<file path="src/design/sem_pkg.sv">
// ----------------------------------------------------------------------------
// Sobel edge magnitude package
// Shared widths, constants and the data type that moves along the root chain.
// ----------------------------------------------------------------------------
package sem_pkg;

  localparam int unsigned PixW   = 8;
  localparam int unsigned GradW  = 11;
  localparam int unsigned AbsW   = 10;
  localparam int unsigned SqW    = 2 * AbsW;
  localparam int unsigned SumW   = SqW + 1;
  localparam int unsigned RootSteps = 16;
  localparam int unsigned RadW   = 2 * RootSteps;
  localparam int unsigned RootW  = RootSteps;
  localparam int unsigned RemW   = RootW + 3;
  localparam int unsigned MagW   = 8;
  localparam logic [MagW-1:0] MagMax = 8'd255;

  typedef struct packed {
    logic [RemW-1:0]  rem;
    logic [RootW-1:0] root;
    logic [RadW-1:0]  rad;
  } root_t;

endpackage

</file>
<file path="src/design/sobel_edge_magnitude_top.sv">
// ----------------------------------------------------------------------------
// Sobel edge magnitude, 3x3 window
// Computes min(255, floor(sqrt(gx^2 + gy^2))) for one window per beat.
//
//   Channel  Signals                            Direction
//   in       in_valid_i, in_ready_o, pix_*_i    window beat into the block
//   out      out_valid_o, out_ready_i, edge_mag_o  magnitude beat out
//
// One window is accepted per clock while the output is not stalled. The path
// has three front-end stages, sixteen root cells and one output register.
// Every stage has its own valid bit, so bubbles close up during a stall.
// Reset clears only the valid bits; the data registers are not reset.
// ----------------------------------------------------------------------------
module sobel_edge_magnitude_top (
  input  logic                     clk_i,
  input  logic                     rst_ni,
  input  logic                     in_valid_i,
  output logic                     in_ready_o,
  input  logic [sem_pkg::PixW-1:0] pix_r0_c0_i,
  input  logic [sem_pkg::PixW-1:0] pix_r0_c1_i,
  input  logic [sem_pkg::PixW-1:0] pix_r0_c2_i,
  input  logic [sem_pkg::PixW-1:0] pix_r1_c0_i,
  input  logic [sem_pkg::PixW-1:0] pix_r1_c1_i,
  input  logic [sem_pkg::PixW-1:0] pix_r1_c2_i,
  input  logic [sem_pkg::PixW-1:0] pix_r2_c0_i,
  input  logic [sem_pkg::PixW-1:0] pix_r2_c1_i,
  input  logic [sem_pkg::PixW-1:0] pix_r2_c2_i,
  output logic                     out_valid_o,
  input  logic                     out_ready_i,
  output logic [sem_pkg::MagW-1:0] edge_mag_o
);
  import sem_pkg::*;

  logic              chain_valid [RootSteps+1];
  logic              chain_ready [RootSteps+1];
  root_t             chain_data  [RootSteps+1];
  logic              out_valid_q, out_rdy;
  logic [MagW-1:0]   mag_q, mag_d;
  logic              unused_center;

  assign unused_center = ^pix_r1_c1_i;

  sem_front u_front (
    .clk_i   (clk_i),
    .rst_ni  (rst_ni),
    .valid_i (in_valid_i),
    .ready_o (in_ready_o),
    .p00_i   (pix_r0_c0_i),
    .p01_i   (pix_r0_c1_i),
    .p02_i   (pix_r0_c2_i),
    .p10_i   (pix_r1_c0_i),
    .p12_i   (pix_r1_c2_i),
    .p20_i   (pix_r2_c0_i),
    .p21_i   (pix_r2_c1_i),
    .p22_i   (pix_r2_c2_i),
    .valid_o (chain_valid[0]),
    .ready_i (chain_ready[0]),
    .data_o  (chain_data[0])
  );

  for (genvar k = 0; k < RootSteps; k++) begin : g_cell
    sem_root_cell u_cell (
      .clk_i   (clk_i),
      .rst_ni  (rst_ni),
      .valid_i (chain_valid[k]),
      .ready_o (chain_ready[k]),
      .data_i  (chain_data[k]),
      .valid_o (chain_valid[k+1]),
      .ready_i (chain_ready[k+1]),
      .data_o  (chain_data[k+1])
    );
  end

  assign out_rdy                = !out_valid_q || out_ready_i;
  assign chain_ready[RootSteps] = out_rdy;

  always_comb begin
    if (chain_data[RootSteps].root > RootW'(MagMax)) begin
      mag_d = MagMax;
    end else begin
      mag_d = chain_data[RootSteps].root[MagW-1:0];
    end
  end

  always_ff @(posedge clk_i or negedge rst_ni) begin
    if (!rst_ni) begin
      out_valid_q <= 1'b0;
    end else if (out_rdy) begin
      out_valid_q <= chain_valid[RootSteps] | (unused_center & 1'b0);
    end
  end

  always_ff @(posedge clk_i) begin
    if (out_rdy && chain_valid[RootSteps]) begin
      mag_q <= mag_d;
    end
  end

  assign out_valid_o = out_valid_q;
  assign edge_mag_o  = mag_q;

endmodule

</file>
<file path="src/design/sem_front.sv">
// ----------------------------------------------------------------------------
// Sobel gradient front end
// Forms both gradient magnitudes, squares them and sums the squares into the
// radicand, over three registered stages with their own handshake.
// ----------------------------------------------------------------------------
module sem_front (
  input  logic                   clk_i,
  input  logic                   rst_ni,
  input  logic                   valid_i,
  output logic                   ready_o,
  input  logic [sem_pkg::PixW-1:0] p00_i,
  input  logic [sem_pkg::PixW-1:0] p01_i,
  input  logic [sem_pkg::PixW-1:0] p02_i,
  input  logic [sem_pkg::PixW-1:0] p10_i,
  input  logic [sem_pkg::PixW-1:0] p12_i,
  input  logic [sem_pkg::PixW-1:0] p20_i,
  input  logic [sem_pkg::PixW-1:0] p21_i,
  input  logic [sem_pkg::PixW-1:0] p22_i,
  output logic                   valid_o,
  input  logic                   ready_i,
  output sem_pkg::root_t         data_o
);
  import sem_pkg::*;

  logic              v1_q, v2_q, v3_q;
  logic              rdy1, rdy2, rdy3;
  logic [AbsW-1:0]   ax_q, ay_q, ax_d, ay_d;
  logic [SqW-1:0]    sx_q, sy_q;
  logic [SumW-1:0]   sum_q;
  logic signed [GradW-1:0] gx, gy;

  assign rdy3    = !v3_q || ready_i;
  assign rdy2    = !v2_q || rdy3;
  assign rdy1    = !v1_q || rdy2;
  assign ready_o = rdy1;

  always_comb begin
    gx = signed'(GradW'(p02_i) + GradW'({p12_i, 1'b0}) + GradW'(p22_i))
       - signed'(GradW'(p00_i) + GradW'({p10_i, 1'b0}) + GradW'(p20_i));
    gy = signed'(GradW'(p20_i) + GradW'({p21_i, 1'b0}) + GradW'(p22_i))
       - signed'(GradW'(p00_i) + GradW'({p01_i, 1'b0}) + GradW'(p02_i));
    ax_d = gx[GradW-1] ? AbsW'(-gx) : AbsW'(gx);
    ay_d = gy[GradW-1] ? AbsW'(-gy) : AbsW'(gy);
  end

  always_ff @(posedge clk_i or negedge rst_ni) begin
    if (!rst_ni) begin
      v1_q <= 1'b0;
      v2_q <= 1'b0;
      v3_q <= 1'b0;
    end else begin
      if (rdy1) v1_q <= valid_i;
      if (rdy2) v2_q <= v1_q;
      if (rdy3) v3_q <= v2_q;
    end
  end

  always_ff @(posedge clk_i) begin
    if (rdy1 && valid_i) begin
      ax_q <= ax_d;
      ay_q <= ay_d;
    end
    if (rdy2 && v1_q) begin
      sx_q <= SqW'(ax_q) * SqW'(ax_q);
      sy_q <= SqW'(ay_q) * SqW'(ay_q);
    end
    if (rdy3 && v2_q) begin
      sum_q <= SumW'(sx_q) + SumW'(sy_q);
    end
  end

  assign valid_o     = v3_q;
  assign data_o.rem  = '0;
  assign data_o.root = '0;
  assign data_o.rad  = RadW'(sum_q);

endmodule

</file>
<file path="src/design/sem_root_cell.sv">
// ----------------------------------------------------------------------------
// Square root cell
// One restoring square root step: brings down two radicand bits, tries the
// next root bit and registers the partial remainder and root.
// ----------------------------------------------------------------------------
module sem_root_cell (
  input  logic           clk_i,
  input  logic           rst_ni,
  input  logic           valid_i,
  output logic           ready_o,
  input  sem_pkg::root_t data_i,
  output logic           valid_o,
  input  logic           ready_i,
  output sem_pkg::root_t data_o
);
  import sem_pkg::*;

  logic            valid_q;
  root_t           data_q, data_d;
  logic [RemW-1:0] rem_sh, trial;

  assign ready_o = !valid_q || ready_i;

  always_comb begin
    rem_sh = {data_i.rem[RemW-3:0], data_i.rad[RadW-1:RadW-2]};
    trial  = {1'b0, data_i.root, 2'b01};
    data_d.rad = {data_i.rad[RadW-3:0], 2'b00};
    if (trial <= rem_sh) begin
      data_d.rem  = rem_sh - trial;
      data_d.root = {data_i.root[RootW-2:0], 1'b1};
    end else begin
      data_d.rem  = rem_sh;
      data_d.root = {data_i.root[RootW-2:0], 1'b0};
    end
  end

  always_ff @(posedge clk_i or negedge rst_ni) begin
    if (!rst_ni) begin
      valid_q <= 1'b0;
    end else if (ready_o) begin
      valid_q <= valid_i;
    end
  end

  always_ff @(posedge clk_i) begin
    if (ready_o && valid_i) begin
      data_q <= data_d;
    end
  end

  assign valid_o = valid_q;
  assign data_o  = data_q;

endmodule
</file>
<file path="config.mk">
export PLATFORM = sky130hd
export DESIGN_NAME = sobel_edge_magnitude_top
export DESIGN_NICKNAME = d
export VERILOG_FILES = /design/src/design/sem_pkg.sv /design/src/design/sobel_edge_magnitude_top.sv /design/src/design/sem_front.sv /design/src/design/sem_root_cell.sv
export SDC_FILE = /design/constraint.sdc
export NUM_CORES = 1
export LEC_CHECK = 0
export BUFFER_PORTS_ARGS = -buffer_cell sky130_fd_sc_hd__clkbuf_2
export CORE_MARGIN = 1.5
export CORE_UTILIZATION = 32
export DETAILED_ROUTE_END_ITERATION = 16
export PLACE_DENSITY = 0.53
export SLEW_MARGIN = 20
export SYNTH_ARGS = -nofsm -noshare
export SYNTH_HDL_FRONTEND = slang
export SYNTH_HIERARCHICAL = 1
export SYNTH_SLANG_ARGS = --single-unit
</file>
<file path="constraint.sdc">
create_clock -name clk_i -period 10.3 [get_ports clk_i]
set_input_delay 2.06 -clock clk_i [delete_from_list [all_inputs] [get_ports clk_i]]
set_output_delay 2.06 -clock clk_i [all_outputs]
set_load 0.005 [all_outputs]
</file>
# After elaboration in Yosys (flattened, before gate mapping)
# Cells that the tools add are included.
dict set report op_classes {
  addsub 23
  multipliers 2
  n_lt_le_gt_ge 12
  n_mux 13
  reduce_logical 60
}
# operator count
set ops {}
lappend ops {{$mux 33} 9}
lappend ops {{$le 18x19->1} 10}
lappend ops {{$sub 17x17->17} 9}
lappend ops {{$add 11x8->11} 4}
lappend ops {{$add 8x9->10} 4}
lappend ops {{$mul 10x10->20} 2}
lappend ops {{$sub 11x11->11} 2}
lappend ops {{$add 20x20->21} 1}
lappend ops {{$logic_and 1x1->1} 20}
lappend ops {{$logic_not 1->1} 20}
lappend ops {{$logic_or 1x1->1} 20}
lappend ops {{$mux 10} 2}
lappend ops {{$neg 10->10} 2}
lappend ops {{$mux 17} 1}
lappend ops {{$gt 16x8->1 const B} 1}
lappend ops {{$sub 1x1->2 const B} 1}
lappend ops {{$le 1x1->1 const A} 1}
lappend ops {{$mux 1} 1}
dict set report totals {
  ff_bits 655
  inputBits 76
  out_inout_bits 10
  elab_cells 173
}

# Logic depth before layout (Yosys ltp)
# Gate-level depths: netlist of the first run.
dict set report depth {
  ltp_word 22
  mapped_depth 20
  mapped_depth_nobuf 20
}

# By module
# The synthesis of the first run kept the hierarchy.
# module n_inst cells_per_inst area_per_inst_um2 seq_area_each_um2
set by_module_without_submodules {}
lappend by_module_without_submodules {{sem_root_cell (g_cell[12].u_cell ...)} 13 262 3342.0 1976.9}
lappend by_module_without_submodules {sem_front 1 1237 11921.4 2447.3}
lappend by_module_without_submodules {{sem_root_cell (g_cell[0].u_cell ...)} 3 245 3309.4 1976.9}
lappend by_module_without_submodules {sobel_edge_magnitude_top 1 22 369.1 265.3}

# Worst setup path before layout of the first run
# No wires, ideal clock.
dict set report synth_path {
  path_type {input to output}
  startpoint {input port out_ready_i}
  endpoint {output port in_ready_o}
  arrival_time_ps 4955
  required_time_ps 8240
  slack_ps 3285
  cell_stages 19
  path_buffers 0
  cell_sequence {nand2b_1 > nand2b_1 > nand2b_1 > nand2b_1 > nand2b_1 > nand2b_1 > nand2b_1 > nand2b_1 > nand2b_1 > nand2b_1 > nand2b_1 > nand2b_1 > nand2b_1 > nand2b_1 > nand2b_1 > nand2b_1 > nand2b_1 > nor2b_1 > nand3_1}
}
# item line_no
set synth_rtl {}
lappend synth_rtl {{start, declared} sobel_edge_magnitude_top.sv:29} ;# input logic out_ready_i,
lappend synth_rtl {{end, declared} sobel_edge_magnitude_top.sv:18} ;# output logic in_ready_o,

==> results of run 1 <==
[area by class of cell]
cell class / instances / area, sq um / area share [%]
well taps: 2218 / 2775 / 4.687
flip-flops and latches: 858 / 25660 / 43.34
repair buffers: 87 / 460.4 / 0.7776
clock buffers: 117 / 2545 / 4.298
inverters: 613 / 2301 / 3.886
clock inverters: 59 / 503.0 / 0.8494
diodes: 1 / 2.502 / 0.004226
multi-input cells: 3104 / 24960 / 42.16
[worst max-delay path, stage by stage]
cell	delay (ps)
clkbuf_2	100
nand2b_1	170
nand2b_1	180
nand2b_1	180
nand2b_1	270
nand2b_1	240
nand2b_1	180
nand2b_1	170
nand2b_1	180
nand2b_1	180
nand2b_1	180
nand2b_1	180
nand2b_1	170
nand2b_1	180
nand2b_1	180
nand2b_1	180
nand2b_1	170
nand2b_1	190
nor2b_1	180
nand3_1	130
clkbuf_2	150
[flip-flops by register name, summed over array words and instances (netlist names)]
signal and cells:
u_front/sx_q 19, u_front/valid_o 1, g_cell.u_cell/data_o 751, g_cell.u_cell/valid_o 16, u_front/sy_q 19, u_front/v1_q 1, u_front/ay_q 10, u_front/sum_q 21
u_front/v2_q 1, out_valid_o 1, edge_mag_o 8, u_front/ax_q 10
[placed cells by master, fill, tap and decap left out, types with 25 or more instances in the layout]
cell	count
xor2_1	103
clkinv_1	28
nor2_1	341
and2_1	92
or3_1	26
nand2b_1	52
clkbuf_2	77
mux2_2	54
inv_1	613
clkbuf_16	99
nand3_1	70
a21boi_0	26
fa_1	149
o211a_1	25
o21a_1	71
a21o_1	58
nor3_1	30
o211ai_2	29
nand4_1	61
o21ai_0	133
a21oi_2	29
xnor2_1	209
o31ai_2	26
and3_1	32
edfxtp_1	838
ha_1	438
nand2_1	242
a21oi_1	384
o211ai_1	33
conb_1	44
[final timing paths]
| path | endpoint | slack [ps] | cells past startpoint |
|---|---|---|---|
| worst min-delay path | g_cell[2].u_cell/data_o[27]$_DFFE_PP_ | 370 | 0 |
| max in group asynchronous | g_cell[9].u_cell/valid_o$_DFFE_PN0N_ | 8450 | 1 |
| worst max register to register | u_front/sy_q[18]$_DFFE_PP_ | 4730 | 17 |
| min in group asynchronous | out_valid_o$_DFFE_PN0N_ | 1350 | 1 |
| worst min register to register | g_cell[2].u_cell/data_o[27]$_DFFE_PP_ | 370 | 0 |
| worst max-delay path | in_ready_o | 2440 | 21 |
[metrics by stage]
step	hold slack [ps]	util, %
after floorplan	400.3	-
after global placement	400.1	33.25
after detailed placement	404.5	33.25
after CTS	367.9	35.05
after global routing	389.1	35.06
final	372.1	35.06
[per-layer routing]
layer  global-route usage [%]  wire [microns]
met4                    4.325            3029
met5                        0               0
met3                    1.678            3302
met2                    20.80           50710
met1                    14.91           46420
==> run_results.csv, run 1 <==
group,metric,value,unit
final_layout,nets,5425,
cts,cts_htree_levels,3,
drt,wire_per_inst,14.66,microns
cts,numCtsBuffers,98,
logic_synthesis,ys_warn_count,6,
placement,pre_cts_slack,2468,ps
placement,io_buffer_count,77,
sta,fin_tns_setup,0,ps
cts,cts.sinks,858,
cts,cts-root-buf,"clkbuf_16",
logic_synthesis,syn_area,0.05431,sq mm
cts,clock_latency,720,ps
drt,drc,0,
global_routing,grt_max_degree,64,
die,core,0.1689,sq mm
worst_setup_path,worstReg2RegStart,"u_front/ay_q[1]$_DFFE_PP_",
sta,hold_viol,0,
job,max_cap_violations,0,
final_layout,drive_gt1_share,10.31,%
logic_synthesis,synth_area_per_cell,11.50,sq um
drt,wl,103500,microns
worst_setup_path,critPathCaptureType,"primary output",
worst_hold_path,hp-class,"register to register",
drt,drtAntennaViolNets,0,
sta,rsz0062_at_grt,"false",
final_layout,fin_area,0.05921,sq mm
final_layout,fillers,16780,
global_routing,track_usage,11.91,%
cts,cts_tree,"done",
placement,place_inst,6880,
die,die_area,0.1722,sq mm
drt,vias,33140,
worst_setup_path,crit_arrival,5800,ps
global_routing,grt_remaining_overflow,0,
cts,clock_path_buffers,3,
die,die_y,415.0,microns
placement,dpl_cell_area,0.05616,sq mm
cts,clkTransAtPathRegs,60,ps
worst_setup_path,critPathKind,"primary input to primary output",
sta,fmax,127.3,MHz
sta,min_period,7858,ps
global_routing,grt_pass1_wl,170000,microns
drt,drt_iter0_drc,1701,
die,start_util,32.15,%
worst_setup_path,worstPathRequired,8240,ps
sta,relSlewSlack,31.86,%
die,die_x,415.0,microns
die,num_rows,151,
sta,setup_violations,0,
drt,viasPerCell,4.695,
worst_setup_path,critPathLaunch,"out_ready_i",
sta,skew,75.93,ps
worst_hold_path,hp-start,"g_cell[1].u_cell/data_o[25]$_DFFE_PP_",
cts,cts_setup_buffers,0,
drt,first_pass_iters,6,
placement,dp_hpwl,80840,microns
logic_synthesis,syn_inst,4723,
sta,fin_crit_sh,76.29,%
worst_setup_path,path_max_fanout,4,
final_layout,finalNonFillerCells,7057,
status,outcome,"finished clean",
final_layout,synthToLayoutAreaGrowth,9.036,%
global_routing,antenna_found_initial,1,
placement,finalWeightedCongestion,0.8567,
worst_setup_path,startpoint_type,"primary input",
cts,cts_hold_buf,0,
sta,fin_ws,2442,ps
sta,slew_violations,0,
sta,tightest_slew,1022,ps
die,io_pins,86,
cts,cts_resized,0,
global_routing,grt_pass1_vias,33240,
Power of run 1 is left out: the tool's default activity adds up to more than one toggle a clock period on the data nets, which glitch-free logic cannot reach.
==> inputs of run 2 (changes only) <==
--- a/config.mk
+++ b/config.mk
@@ -9,7 +9,7 @@
 export CORE_MARGIN = 1.5
 export CORE_UTILIZATION = 32
 export DETAILED_ROUTE_END_ITERATION = 16
-export PLACE_DENSITY = 0.53
+export PLACE_DENSITY = 0.55
 export SLEW_MARGIN = 20
 export SYNTH_ARGS = -nofsm -noshare
 export SYNTH_HDL_FRONTEND = slang
==> constraint.sdc (replaced) <==
create_clock -name clk_i -period 6.56 [get_ports clk_i]
set_input_delay 1.312 -clock clk_i [delete_from_list [all_inputs] [get_ports clk_i]]
set_output_delay 1.312 -clock clk_i [all_outputs]
set_load 0.005 [all_outputs]
==> run 2 against run 1 <==
Compared with the run above:
- sequential share of layout area is 0.13 points lower
- global-route usage is 0.19 points higher
- setup slack worse by 2100 ps
- via count is 0.50% higher
- first-iteration DRC count is 20% higher
- clock skew is 40 ps lower
- worst hold slack better by 25 ps
- count of clock-buffer cells in the layout is 3 higher
- die area stayed put
- register-to-register slack worse by 3600 ps
==> run_results.csv, run 2 (synthesized netlist as in run 1, its figures left out) <==
group,metric,value,unit
status,outcome,"finished clean",
cts,cts_setup_buffers,0,
die,die_x,415.0,microns
worst_setup_path,crit_top_cell,"nand2b_1",
sta,fmax,160.9,MHz
job,max_cap_violations,0,
cts,cts_tree,"done",
sta,tightest_slew,1015,ps
final_layout,drive_gt1_share,10.73,%
worst_setup_path,startpoint_type,"primary input",
cts,cts_resized,0,
drt,wl,104600,microns
sta,hold_viol,0,
placement,finalWeightedCongestion,0.8904,
global_routing,grt_remaining_overflow,0,
cts,cts_hold_buf,0,
global_routing,grt_pass1_vias,34020,
worst_setup_path,crit_arrival,4900,ps
die,num_rows,151,
global_routing,grt_max_degree,64,
drt,viasPerCell,4.715,
final_layout,final_common_cell,"edfxtp_1",
sta,min_period,6217,ps
sta,relSlewSlack,32.33,%
final_layout,largest_reg_flops,751,
cts,clock_latency,690,ps
worst_setup_path,critPathMaxStageDelay,230,ps
worst_hold_path,hp-class,"register to register",
sta,slew_violations,0,
sta,hold_ws,396.9,ps
worst_setup_path,worstPathRequired,5250,ps
global_routing,track_usage,12.10,%
worst_setup_path,critPathKind,"primary input to primary output",
sta,setup_violations,0,
final_layout,fin_area,0.05939,sq mm
global_routing,antenna_found_initial,1,
drt,first_pass_iters,6,
placement,io_buffer_count,77,
global_routing,grt_pass1_wl,171800,microns
final_layout,final_cell_mix,"838 x edfxtp_1, 613 x inv_1, 438 x ha_1",
drt,drtAntennaViolNets,0,
drt,wire_per_inst,14.82,microns
drt,drc,0,
die,core,0.1689,sq mm
cts,cts.sinks,858,
drt,vias,33300,
final_layout,nets,5429,
worst_setup_path,path_max_fanout,3,
die,start_util,32.15,%
worst_setup_path,critPathCaptureType,"primary output",
die,die_area,0.1722,sq mm
cts,clkTransAtPathRegs,60,ps
sta,fin_tns_setup,0,ps
cts,clock_path_buffers,3,
worst_setup_path,crit_chain,"clkbuf_2 -> nand2b_1 -> nand2b_1 -> nand2b_1 -> nand2b_1 -> nand2b_1 -> nand2b_2 -> nand2b_4 -> nand2b_2 -> nand2b_1 -> nand2b_1 -> nand2b_1 -> nand2b_1 -> nand2b_1 -> nand2b_1 -> nand2b_1 -> nand2b_1 -> nand2b_1 -> nor2b_2 -> nand3_1 -> clkbuf_2",
worst_setup_path,crit_path_top_delay_cell,"nand2b_2",
cts,cts_htree_levels,3,
die,io_pins,86,
placement,dp_hpwl,81840,microns
cts,cts-root-buf,"clkbuf_16",
cts,numCtsBuffers,96,
die,die_y,415.0,microns
sta,fin_crit_sh,94.77,%
sta,skew,35.95,ps
drt,drt_iter0_drc,2048,
final_layout,synthToLayoutAreaGrowth,9.361,%
placement,dpl_cell_area,0.05620,sq mm
## run 2: changes by cell type in the layout (fill, tap and decap cells not counted), moves of 2 or more
cell / before / now
clkinv_16: 4 / 1
clkinv_1: 28 / 15
clkinv_8: 0 / 2
clkinv_2: 13 / 16
clkbuf_8: 0 / 4
nand2b_1: 52 / 49
buf_4: 10 / 16
clkbuf_16: 99 / 96
clkbuf_1: 18 / 20
bufinv_16: 4 / 11
nand2b_2: 0 / 2
## run 2: final cells by class
type	count	area, sq um
Antenna cell	1	2.502
Clock buffer	120	2532
Clock inverter	56	633.1
Fill cell	16700	109500
Inverter	613	2301
Multi-Input combinational cell	3104	24980
Sequential cell	858	25660
Tap cell	2218	2775
Timing Repair Buffer	93	505.5
## run 2: final timing paths
check                                                       start                                      to  slack, ps  depth (start not counted)
max reg2reg                             u_front/ay_q[0]$_DFFE_PP_              u_front/sy_q[19]$_DFFE_PP_       1100                         16
max                                                   out_ready_i                              in_ready_o        340                         21
max in group asynchronous                                  rst_ni    g_cell[6].u_cell/valid_o$_DFFE_PN0N_       5430                          1
min reg2reg                g_cell[11].u_cell/data_o[25]$_DFFE_PP_  g_cell[12].u_cell/data_o[27]$_DFFE_PP_        400                          0
min                        g_cell[11].u_cell/data_o[25]$_DFFE_PP_  g_cell[12].u_cell/data_o[27]$_DFFE_PP_        400                          0
min in group asynchronous                                  rst_ni   g_cell[12].u_cell/valid_o$_DFFE_PN0N_        640                          1
## run 2: metrics by stage
stage / setup WS [ps] / std cells / util (%)
2_1_floorplan: 1041 / 4766 / -
3_3_place_gp: 74.54 / 6886 / 33.28
3_5_place_dp: 202.2 / 6886 / 33.28
4_1_cts: 130.4 / 7062 / 35.15
5_1_grt: -12.65 / 7063 / 35.16
6_report: 343.3 / 7063 / 35.16
## run 2: critical path: cells and delay by family
| family | cells | cell delay [ps] |
|---|---|---|
| AND/OR/NAND/NOR | 19 | 3350 |
| buffers and inverters | 2 | 220 |
## run 2: layer usage
metal / track usage [%] / up-vias / wire, microns
met5: 0 / - / 0
met4: 4.630 / 0 / 3522
met3: 1.712 / 209 / 2978
met2: 23.09 / 512 / 55190
met1: 13.41 / 15820 / 42950
li1: - / 16760 / -
Power of run 2 is left out for the same reason.
